<file path="src/hw/rtl/srpd_pkg.sv">
// Shared types and constants for the sensor reply packet deframer.
// No dependencies; imported by every module of the block.
`timescale 1ns / 1ps

package srpd_pkg;

  localparam int unsigned PACKET_BUFFER = 128;
  localparam int unsigned HEADER_BYTES  = 9;
  // Largest length that still fits the packet buffer together with the header
  localparam logic [7:0]  LEN_LIMIT     = 8'(PACKET_BUFFER - HEADER_BYTES);
  localparam logic [7:0]  MIN_LENGTH    = 8'd3;

  localparam logic [7:0] SYNC_FIRST  = 8'hEF;
  localparam logic [7:0] SYNC_SECOND = 8'h01;
  localparam logic [7:0] KIND_ACK    = 8'h07;
  localparam logic [7:0] KIND_DATA   = 8'h02;

  localparam logic [6:0] MAX_LENGTH_RESET = 7'd119;

  typedef struct packed {
    logic [7:0]  packet_kind;
    logic [7:0]  body_byte;
    logic [6:0]  body_index;
    logic [6:0]  body_length;
    logic [31:0] module_address;
    logic        last;
  } srpd_result_t;

endpackage

</file>
<file path="src/hw/rtl/sensor_reply_packet_deframer_unit.sv">
// Top level of the sensor reply packet deframer.
// Depends on srpd_pkg, srpd_parser and srpd_out_reg.
`timescale 1ns / 1ps

// Usage:
// Received serial bytes enter on in_rx_byte with in_valid/in_stall; a byte is
// taken at a clock edge where in_valid is high and in_stall low. Each payload
// or checksum byte of a valid reply packet leaves on the out_ channel with its
// identifier, index, length, address and a last mark; header, address,
// identifier and length bytes produce nothing.
// The max_length register is written through cfg_valid/cfg_ready with data on
// cfg_max_length (cfg_ready is always high); write it only while idle.
// Throughput: one byte per cycle while no body byte is held back by a full
// result register, set by the single parser state machine that consumes one held byte per clock.
// A body byte taken on the input passes through the input register, then the
// result register, before it is presented on the out_ port.
// When the receiver raises out_stall, the result register holds its
// transaction; the byte behind it waits in the input register, and in_stall
// rises while that held body byte cannot move on. Non-body bytes keep
// flowing during a stall.
// Synchronous active-low reset (rst_n) returns the parser to header hunting,
// empties both registers and sets max_length to 119.

module sensor_reply_packet_deframer_unit (
  input  logic        clk,
  input  logic        rst_n,
  input  logic        in_valid,
  output logic        in_stall,
  input  logic [7:0]  in_rx_byte,
  input  logic        cfg_valid,
  output logic        cfg_ready,
  input  logic [6:0]  cfg_max_length,
  output logic        out_valid,
  input  logic        out_stall,
  output logic [7:0]  out_packet_kind,
  output logic [7:0]  out_body_byte,
  output logic [6:0]  out_body_index,
  output logic [6:0]  out_body_length,
  output logic [31:0] out_module_address,
  output logic        out_last
);
  import srpd_pkg::*;

  logic         res_valid;
  logic         res_ready;
  srpd_result_t res;
  srpd_result_t out_res;

  srpd_parser u_parser (
    .clk            (clk),
    .rst_n          (rst_n),
    .in_valid       (in_valid),
    .in_stall       (in_stall),
    .in_rx_byte     (in_rx_byte),
    .cfg_valid      (cfg_valid),
    .cfg_ready      (cfg_ready),
    .cfg_max_length (cfg_max_length),
    .res_valid      (res_valid),
    .res_ready      (res_ready),
    .res            (res)
  );

  srpd_out_reg u_out_reg (
    .clk       (clk),
    .rst_n     (rst_n),
    .res_valid (res_valid),
    .res_ready (res_ready),
    .res       (res),
    .out_valid (out_valid),
    .out_stall (out_stall),
    .out_res   (out_res)
  );

  assign out_packet_kind    = out_res.packet_kind;
  assign out_body_byte      = out_res.body_byte;
  assign out_body_index     = out_res.body_index;
  assign out_body_length    = out_res.body_length;
  assign out_module_address = out_res.module_address;
  assign out_last           = out_res.last;

endmodule

</file>
<file path="src/hw/rtl/srpd_parser.sv">
// Input register and packet parsing state machine of the deframer.
// Depends on srpd_pkg; feeds srpd_out_reg with one result per body byte.
`timescale 1ns / 1ps

module srpd_parser (
  input  logic                  clk,
  input  logic                  rst_n,
  input  logic                  in_valid,
  output logic                  in_stall,
  input  logic [7:0]            in_rx_byte,
  input  logic                  cfg_valid,
  output logic                  cfg_ready,
  input  logic [6:0]            cfg_max_length,
  output logic                  res_valid,
  input  logic                  res_ready,
  output srpd_pkg::srpd_result_t res
);
  import srpd_pkg::*;

  typedef enum logic [2:0] {
    PH_HUNT, PH_SYNC2, PH_ADDR, PH_KIND, PH_LEN_HI, PH_LEN_LO, PH_BODY
  } phase_t;

  phase_t      phase_r, phase_nxt;
  logic [1:0]  header_count_r, header_count_nxt;
  logic [31:0] address_r, address_nxt;
  logic [7:0]  kind_r, kind_nxt;
  logic        len_hi_zero_r, len_hi_zero_nxt;
  logic [6:0]  length_r, length_nxt;
  logic [6:0]  body_count_r, body_count_nxt;
  logic [6:0]  max_length_r;
  logic        hold_valid_r;
  logic [7:0]  hold_byte_r;

  logic        take;
  logic        in_accept;
  logic        fin;
  logic [7:0]  len_lo;

  // The held byte moves on unless it is a body byte and the result side is full
  assign take      = hold_valid_r && ((phase_r != PH_BODY) || res_ready);
  assign in_stall  = hold_valid_r && !take;
  assign in_accept = in_valid && !in_stall;
  assign cfg_ready = 1'b1;

  assign fin    = ({1'b0, body_count_r} + 8'd1) >= {1'b0, length_r};
  assign len_lo = hold_byte_r;

  assign res_valid          = hold_valid_r && (phase_r == PH_BODY);
  assign res.packet_kind    = kind_r;
  assign res.body_byte      = hold_byte_r;
  assign res.body_index     = body_count_r;
  assign res.body_length    = length_r;
  assign res.module_address = address_r;
  assign res.last           = fin;

  always_comb begin
    phase_nxt        = phase_r;
    header_count_nxt = header_count_r;
    address_nxt      = address_r;
    kind_nxt         = kind_r;
    len_hi_zero_nxt  = len_hi_zero_r;
    length_nxt       = length_r;
    body_count_nxt   = body_count_r;
    if (take) begin
      case (phase_r)
        PH_HUNT: begin
          if (hold_byte_r == SYNC_FIRST) phase_nxt = PH_SYNC2;
        end
        PH_SYNC2: begin
          if (hold_byte_r == SYNC_SECOND) begin
            phase_nxt        = PH_ADDR;
            header_count_nxt = 2'd0;
            address_nxt      = '0;
          end else if (hold_byte_r != SYNC_FIRST) begin
            phase_nxt = PH_HUNT;
          end
        end
        PH_ADDR: begin
          address_nxt      = {address_r[23:0], hold_byte_r};
          header_count_nxt = header_count_r + 2'd1;
          if (header_count_r == 2'd3) phase_nxt = PH_KIND;
        end
        PH_KIND: begin
          if (hold_byte_r == KIND_ACK || hold_byte_r == KIND_DATA) begin
            kind_nxt  = hold_byte_r;
            phase_nxt = PH_LEN_HI;
          end else if (hold_byte_r == SYNC_FIRST) begin
            phase_nxt = PH_SYNC2;
          end else begin
            phase_nxt = PH_HUNT;
          end
        end
        PH_LEN_HI: begin
          len_hi_zero_nxt = (hold_byte_r == 8'd0);
          phase_nxt       = PH_LEN_LO;
        end
        PH_LEN_LO: begin
          // Nonzero high byte always exceeds the 7-bit limit
          if (len_hi_zero_r && len_lo >= MIN_LENGTH &&
              len_lo <= {1'b0, max_length_r} && len_lo <= LEN_LIMIT) begin
            length_nxt     = len_lo[6:0];
            body_count_nxt = 7'd0;
            phase_nxt      = PH_BODY;
          end else begin
            phase_nxt = PH_HUNT;
          end
        end
        PH_BODY: begin
          if (fin) begin
            body_count_nxt = 7'd0;
            phase_nxt      = PH_HUNT;
          end else begin
            body_count_nxt = body_count_r + 7'd1;
          end
        end
        default: phase_nxt = PH_HUNT;
      endcase
    end
  end

  always_ff @(posedge clk) begin
    if (!rst_n) begin
      phase_r        <= PH_HUNT;
      header_count_r <= 2'd0;
      address_r      <= '0;
      kind_r         <= '0;
      len_hi_zero_r  <= 1'b0;
      length_r       <= '0;
      body_count_r   <= '0;
      max_length_r   <= MAX_LENGTH_RESET;
      hold_valid_r   <= 1'b0;
    end else begin
      phase_r        <= phase_nxt;
      header_count_r <= header_count_nxt;
      address_r      <= address_nxt;
      kind_r         <= kind_nxt;
      len_hi_zero_r  <= len_hi_zero_nxt;
      length_r       <= length_nxt;
      body_count_r   <= body_count_nxt;
      if (cfg_valid && cfg_ready) max_length_r <= cfg_max_length;
      if (in_accept) begin
        hold_valid_r <= 1'b1;
      end else if (take) begin
        hold_valid_r <= 1'b0;
      end
    end
  end

  always_ff @(posedge clk) begin
    if (in_accept) hold_byte_r <= in_rx_byte;
  end

endmodule

</file>
<file path="src/hw/rtl/srpd_out_reg.sv">
// Result register of the deframer: holds one result until the receiver takes it.
// Depends on srpd_pkg for the result struct.
`timescale 1ns / 1ps

module srpd_out_reg (
  input  logic                  clk,
  input  logic                  rst_n,
  input  logic                  res_valid,
  output logic                  res_ready,
  input  srpd_pkg::srpd_result_t res,
  output logic                  out_valid,
  input  logic                  out_stall,
  output srpd_pkg::srpd_result_t out_res
);
  import srpd_pkg::*;

  logic         valid_r;
  srpd_result_t data_r;

  // Free when empty or when the held result leaves this cycle
  assign res_ready = !valid_r || !out_stall;
  assign out_valid = valid_r;
  assign out_res   = data_r;

  always_ff @(posedge clk) begin
    if (!rst_n) begin
      valid_r <= 1'b0;
    end else if (res_ready) begin
      valid_r <= res_valid;
    end
  end

  always_ff @(posedge clk) begin
    if (res_ready && res_valid) data_r <= res;
  end

endmodule

</file>
<file path="config.mk">
export PLATFORM = sky130hd
export DESIGN_NAME = sensor_reply_packet_deframer_unit
export DESIGN_NICKNAME = d
export VERILOG_FILES = /design/src/hw/rtl/srpd_pkg.sv /design/src/hw/rtl/sensor_reply_packet_deframer_unit.sv /design/src/hw/rtl/srpd_parser.sv /design/src/hw/rtl/srpd_out_reg.sv
export SDC_FILE = /design/constraint.sdc
export NUM_CORES = 1
export LEC_CHECK = 0
export BUFFER_PORTS_ARGS = -buffer_cell sky130_fd_sc_hd__buf_2
export CAP_MARGIN = 20
export CORE_MARGIN = 5
export CORE_UTILIZATION = 40
export CTS_BUF_LIST = sky130_fd_sc_hd__clkbuf_8
export CTS_CLUSTER_DIAMETER = 200
export DETAILED_ROUTE_END_ITERATION = 12
export PLACE_DENSITY = 0.72
export SLEW_MARGIN = 0
export SYNTH_ARGS = -nofsm -noshare
export SYNTH_HDL_FRONTEND = slang
export SYNTH_SLANG_ARGS = --single-unit
</file>
<file path="constraint.sdc">
create_clock -name clk -period 6.8 [get_ports clk]
set_input_delay 0.34 -clock clk [delete_from_list [all_inputs] [get_ports clk]]
set_output_delay 0.34 -clock clk [all_outputs]
set_load 0.1 [all_outputs]
</file>
==> results.toml, run 1 <==
[timing]
slew_viol_final = 0
maxSlewHeadroom_pct = 44.53
grt_setup_unrepaired = "false"
tightestPinTransition_ps = 832.0
fin_tns_setup_ps = 0
period_share_pct = 44.11
fin_skew_ps = 11.86
setup_viol_count_final = 0
layout_min_cycle_time_ps = 3000
hold_viol = 0
whs_ps = 85.78
max_freq_ghz = 0.3334

[synthesis]
avgSynthCellArea_um2 = 12.27
synthCells = 431
syn_nets = 467
synth_top_area_share_pct = 40.30
yosysTopAreaCell = "edfxtp_1"
synth_seq_area_share_pct = 66.41
synth_edf_count = 71
syn_area_um2 = 5290
synthDistinctLibCells = 54
ys.flop_type = "edfxtp_1"
ys_warn_count = 0
async_flop_share_pct = 0
yosys-top-cells-area = "edfxtp_1 (40%), dfxtp_1 (26%), a22oi_1 (4.7%)"
synth-seq-cells = 140

[grt]
antenna_found_initial = 0
grt_pass1_vias = 3553
overflow = 0
track_usage_pct = 14.30
grt_pass1_wl_um = 17910
grt_max_degree = 64

[min_path]
holdCritPathClass = "input pin to flip-flop"

[cells_and_area]
register_area_um2 = 3513
diodes = 0
fill_cells = 1197
design_area_um2 = 6257
fin_nets = 551
multi_input_area_um2 = 1617
synthToLayoutAreaGrowth_pct = 18.28
drive_above_1_share_pct = 23.11
mostFrequentLayoutCells = "buf_2 (84), edfxtp_1 (71), dfxtp_1 (69)"
final_common_cell = "buf_2"

[floorplanning]
ioPinCount = 86
dieWidth_um = 125
initial_core_util_pct = 40.43
die_area_um2 = 15630
rows = 42
die_h_um = 125
fp.coreArea_um2 = 13090

[placement]
gp_congestion = 0.8361
place_hpwl_um = 7124
dpl-instance-area_um2 = 5864
numPortBuffers = 84

[clock_network]
clkSinkCount = 140
root_buffer = "clkbuf_8"
cts_hold_buffers = 0
cts_inserted_buffers = 17
clk_pin_slew_worst_paths_ps = 70
cts_resized = 0
post-cts-setup-buffers = 0
cts_max_path_buffers = 2
cts_htree_levels = 4
cts_tree = "yes"
clkLatencyLatePin_ps = 430

[route]
via_count = 3551
drt-total-wl_um = 10780
wl_per_cell_um = 15.31
drc = 0
drtIter0Drc = 278
final_antenna_net_count = 0
first_pass_iters = 5
viasPerCell = 5.044

[power_and_ir_drop]
peakVddDrop_uv = 112.5
cellPowerDensity_nw_per_um2 = 246.9
leakagePower_nw = 2.414

[setup_path]
start_kind = "flip-flop"
critical_path_class = "flip-flop to flip-flop"
crit_fanout = 10
critPathRequiredTime_ps = 7090
worstPathArrival_ps = 3290
crit_path_end_kind = "flip-flop"

[flow_run]
max_cap_viol_count = 0

[run_status]
outcome = "complete, no violations"
final timing paths:
kind | start | to | cells after the start | slack, ps
worst max-delay path | u_parser.body_count_r[0] | u_parser.phase_r[2] | 10 | 3800
worst min-delay path | in_rx_byte[6] | u_parser.hold_byte_r[6] | 1 | 90
worst max register to register | u_parser.body_count_r[0] | u_parser.phase_r[2] | 10 | 3800
worst min register to register | u_parser.kind_r[5] | u_out_reg.out_res[60] | 0 | 420
area by class of cell:
| cell class | count | area share, % |
|---|---|---|
| Inverter | 19 | 1.140 |
| Clock inverter | 14 | 1.880 |
| Sequential cell | 140 | 56.15 |
| Tap cell | 176 | 3.519 |
| Clock buffer | 18 | 3.959 |
| Timing Repair Buffer | 88 | 7.518 |
| Multi-Input combinational cell | 249 | 25.83 |
cell usage after synthesis, types with 2 or more instances:
cell type / instances
o211ai_1: 10
nand3_1: 14
or4b_1: 2
xor2_1: 4
inv_1: 19
nand4_1: 2
ha_1: 16
or3_1: 3
xnor2_1: 3
nor3_1: 3
nor2_1: 49
nor2b_1: 4
a31oi_1: 2
a22oi_1: 33
nand2b_1: 4
edfxtp_1: 71
o2111ai_1: 3
a21o_1: 3
dfxtp_1: 69
clkbuf_1: 18
and2_1: 2
buf_2: 2
a31o_2: 2
mux2i_1: 5
a211oi_1: 3
a21oi_1: 18
o21ai_0: 7
nor4_1: 3
nand3b_1: 3
nand2_1: 22
and3_1: 8
o41ai_1: 2
where the power goes:
| part | switching [W] | internal, W | leakage, nW | total (W) |
|---|---|---|---|---|
| sequential | 0.00000910 | 0.000886 | 1.21 | 0.000895 |
| combinational | 0.0000243 | 0.0000135 | 0.987 | 0.0000377 |
| clock | 0.000287 | 0.000325 | 0.214 | 0.000612 |
| total | 0.000320 | 0.00122 | 2.41 | 0.00154 |
sequential cells by signal, summed over array words and instances (netlist names):
register and cells:
u_out_reg.out_res 63, u_out_reg.out_valid 1, u_parser.address_r 32, u_parser.body_count_r 7, u_parser.header_count_r 2, u_parser.hold_byte_r 8, u_parser.hold_valid_r 1, u_parser.kind_r 8
u_parser.len_hi_zero_r 1, u_parser.length_r 7, u_parser.max_length_r 7, u_parser.phase_r 3
critical path, stage by stage, from the launching register on:
cell	delay (ps)
dfxtp_1	420
ha_1	260
and3_1	260
nand3_1	120
xnor2_1	170
ha_1	310
o2111ai_1	150
o2111ai_1	620
o211ai_1	280
nor3_1	190
nor4_1	70
metrics by stage:
stage	instances	setup slack (ps)	utilization [%]	total power, W
6_report	704	3800	47.82	0.001545
3_5_place_dp	671	3866	44.82	0.0009508
2_1_floorplan	431	1964	-	0.0009350
5_1_grt	704	3531	47.82	0.001606
3_3_place_gp	671	4054	44.82	0.0009486
4_1_cts	703	3829	47.61	0.001567
metal layers:
metal | vias up | routed length [µm] | GRT usage [%] | share of wire (%)
li1 | 1760 | - | - | -
met1 | 1674 | 4922 | 18.64 | 46
met2 | 111 | 5188 | 22.21 | 48
met3 | 6 | 582 | 4.435 | 5.4
met4 | 0 | 85 | 6.059 | 0.79
met5 | - | 0 | 0 | 0
logic make-up (layout without fill, tap and decap cells):
family / Yosys count / count (layout) / share of synthesized area, %
mux: 6 / 6 / 1.159
flops: 140 / 140 / 66.41
compound gates: 90 / 90 / 11.85
simple gates: 129 / 129 / 12.32
xor+xnor: 7 / 7 / 1.159
other cells: 1 / 1 / 0.07089
fa+ha+maj: 16 / 16 / 3.784
buf+inv: 42 / 139 / 3.240
Note: power is estimated with default switching activity, not from simulation.
==> inputs of run 2 (changes only) <==
==> constraint.sdc (replaced) <==
create_clock -name clk -period 2.85 [get_ports clk]
set_input_delay 0.1425 -clock clk [delete_from_list [all_inputs] [get_ports clk]]
set_output_delay 0.1425 -clock clk [all_outputs]
set_load 0.1 [all_outputs]
==> run 2 against run 1 <==
  * First-iteration DRC count increased by 37%
  * Clock skew decreased by 4.1 ps
  * Final cell count increased by 3.6%
  * Wire length increased by 5.2%
  * Via count increased by 5.3%
  * Hold slack got worse by 39 ps
  * Sequential share of layout area decreased by 3.1 points
  * Sequential cell count unchanged
  * Non-clock buffer count increased by 25
  * Final area increased by 5.9%
  * Setup slack got worse by 3600 ps
  * Global-route usage increased by 0.50 points
  * Critical endpoint is now u_parser.body_count_r[2]
  * Largest power group unchanged
  * Highest routed layer unchanged
==> results.toml, run 2 (synthesis gave the netlist of run 1 again) <==
[cells_and_area]
fin_nets = 577
fill_cells = 1118
drive_above_1_share_pct = 25.68
final_util_pct = 50.64
largest_reg_flops = 63
diodes = 0
final_common_cell = "buf_2"
stdcell_count = 729
synthToLayoutAreaGrowth_pct = 25.26
mostFrequentLayoutCells = "buf_2 (84), edfxtp_1 (71), dfxtp_1 (67)"

[grt]
grt_pass1_vias = 3668
overflow = 0
grt_pass1_wl_um = 18590
antenna_found_initial = 0
track_usage_pct = 14.81
grt_max_degree = 64

[placement]
place_hpwl_um = 7436
gp_congestion = 0.8569
numPortBuffers = 84
numPlacedInstances = 679

[timing]
slew_viol_final = 0
maxSlewHeadroom_pct = 59.12
period_share_pct = 94.69
setup_viol_count_final = 0
whs_ps = 46.36
hold_viol = 0
tightestPinTransition_ps = 612.0
layout_min_cycle_time_ps = 2699
fin_skew_ps = 7.723
fin_tns_setup_ps = 0
max_freq_ghz = 0.3705

[setup_path]
worstPathArrival_ps = 3060
crit_fanout = 5
r2r-start = "u_parser.body_count_r[1]"
crit_path_end_kind = "flip-flop"
cp-startpoint = "u_parser.body_count_r[1]"
start_kind = "flip-flop"
critPathRequiredTime_ps = 3210
critical_path_class = "flip-flop to flip-flop"

[power_and_ir_drop]
leakagePower_nw = 2.556
peakVddDrop_uv = 294.4
finalPower_w = 0.004014
cellPowerDensity_nw_per_um2 = 605.7

[route]
drtIter0Drc = 381
viasPerCell = 5.129
wl_per_cell_um = 15.55
via_count = 3739
drt-total-wl_um = 11340
first_pass_iters = 5
drc = 0
final_antenna_net_count = 0

[flow_run]
max_cap_viol_count = 0

[run_status]
outcome = "complete, no violations"

[clock_network]
cts_max_path_buffers = 2
cts_inserted_buffers = 17
clkSinkCount = 140
clk_pin_slew_worst_paths_ps = 70
cts_tree = "yes"
cts_htree_levels = 4
clkLatencyLatePin_ps = 440
root_buffer = "clkbuf_8"

[floorplanning]
dieWidth_um = 125
rows = 42
fp.coreArea_um2 = 13090
die_area_um2 = 15630
die_h_um = 125
initial_core_util_pct = 40.43
ioPinCount = 86

[min_path]
holdCritPathClass = "input pin to flip-flop"
hold_path_startpoint = "rst_n"
==> run 2: changes by cell type in the layout (fill, tap and decap cells not counted), moves of 2 or more <==
| cell | delta |
|---|---|
| o2111ai_2 | +2 |
| dfxtp_1 | -2 |
| and3_1 | -2 |
| dlygate4sd3_1 | +16 |
| clkinv_2 | -3 |
| o2111ai_1 | -2 |
| dfxtp_2 | +2 |
| bufinv_16 | +3 |
| buf_4 | +9 |
| and3_2 | +2 |
==> run 2: critical path, stage by stage (launching register included) <==
cell and delay, ps:
dfxtp_1 380, ha_1 240, and3_2 250, nand3_1 130, xnor2_2 180, ha_1 340, a21oi_4 210, o2111ai_2 210
or4b_1 520, a21oi_1 160
==> run 2: power breakdown <==
group / internal (W) / switching [W]
Combinational: 0.0000525 / 0.0000704
Sequential: 0.00211 / 0.0000136
Clock: 0.00107 / 0.000698
Total: 0.00323 / 0.000782
==> run 2: cell type report <==
class                   count  area, µm²  area share [%]
flip-flops and latches    140       3516           53.06
multi-input cells         250       1685           25.43
repair buffers            113      690.7           10.42
clock buffers              19      261.5           3.946
well taps                 176      220.2           3.323
clock inverters            12      181.4           2.738
inverters                  19      71.32           1.076
==> run 2: path summary, 6_finish.rpt <==
| check | endpoint | slack [ps] | cells after the start |
|---|---|---|---|
| setup / recovery | u_parser.body_count_r[2] | 150 | 9 |
| hold reg to reg | u_out_reg.out_res[58] | 430 | 0 |
| hold / removal | u_parser.max_length_r[0] | 50 | 2 |
| setup reg to reg | u_parser.body_count_r[2] | 150 | 9 |
==> run 2: layer usage <==
| layer | vias to the layer above | share of wire (%) | GRT usage (%) |
|---|---|---|---|
| met5 | - | 0 | 0 |
| met4 | 0 | 1.4 | 4.911 |
| met3 | 15 | 5.7 | 5.117 |
| met2 | 135 | 49 | 23.88 |
| met1 | 1783 | 44 | 18.75 |
| li1 | 1806 | - | - |
==> run 2: through the flow <==
step | area (µm²) | setup slack [ps]
global placement | 5939 | 111.5
detailed placement | 5939 | -91.52
global route | 6626 | -3.772
CTS | 6564 | 57.78
finish | 6626 | 151.3
floorplan | 5304 | -25.23
==> run 2: repair_timing <==
action                                  4_1_cts  5_1_grt
setup buffers                                 0        2
pin swaps                                     0        1
gates resized for setup                       3        8
cloned                                        0        1
endpoints found under the hold margin        16        0
hold buffers                                 16        0
endpoints found under the setup margin        8        9
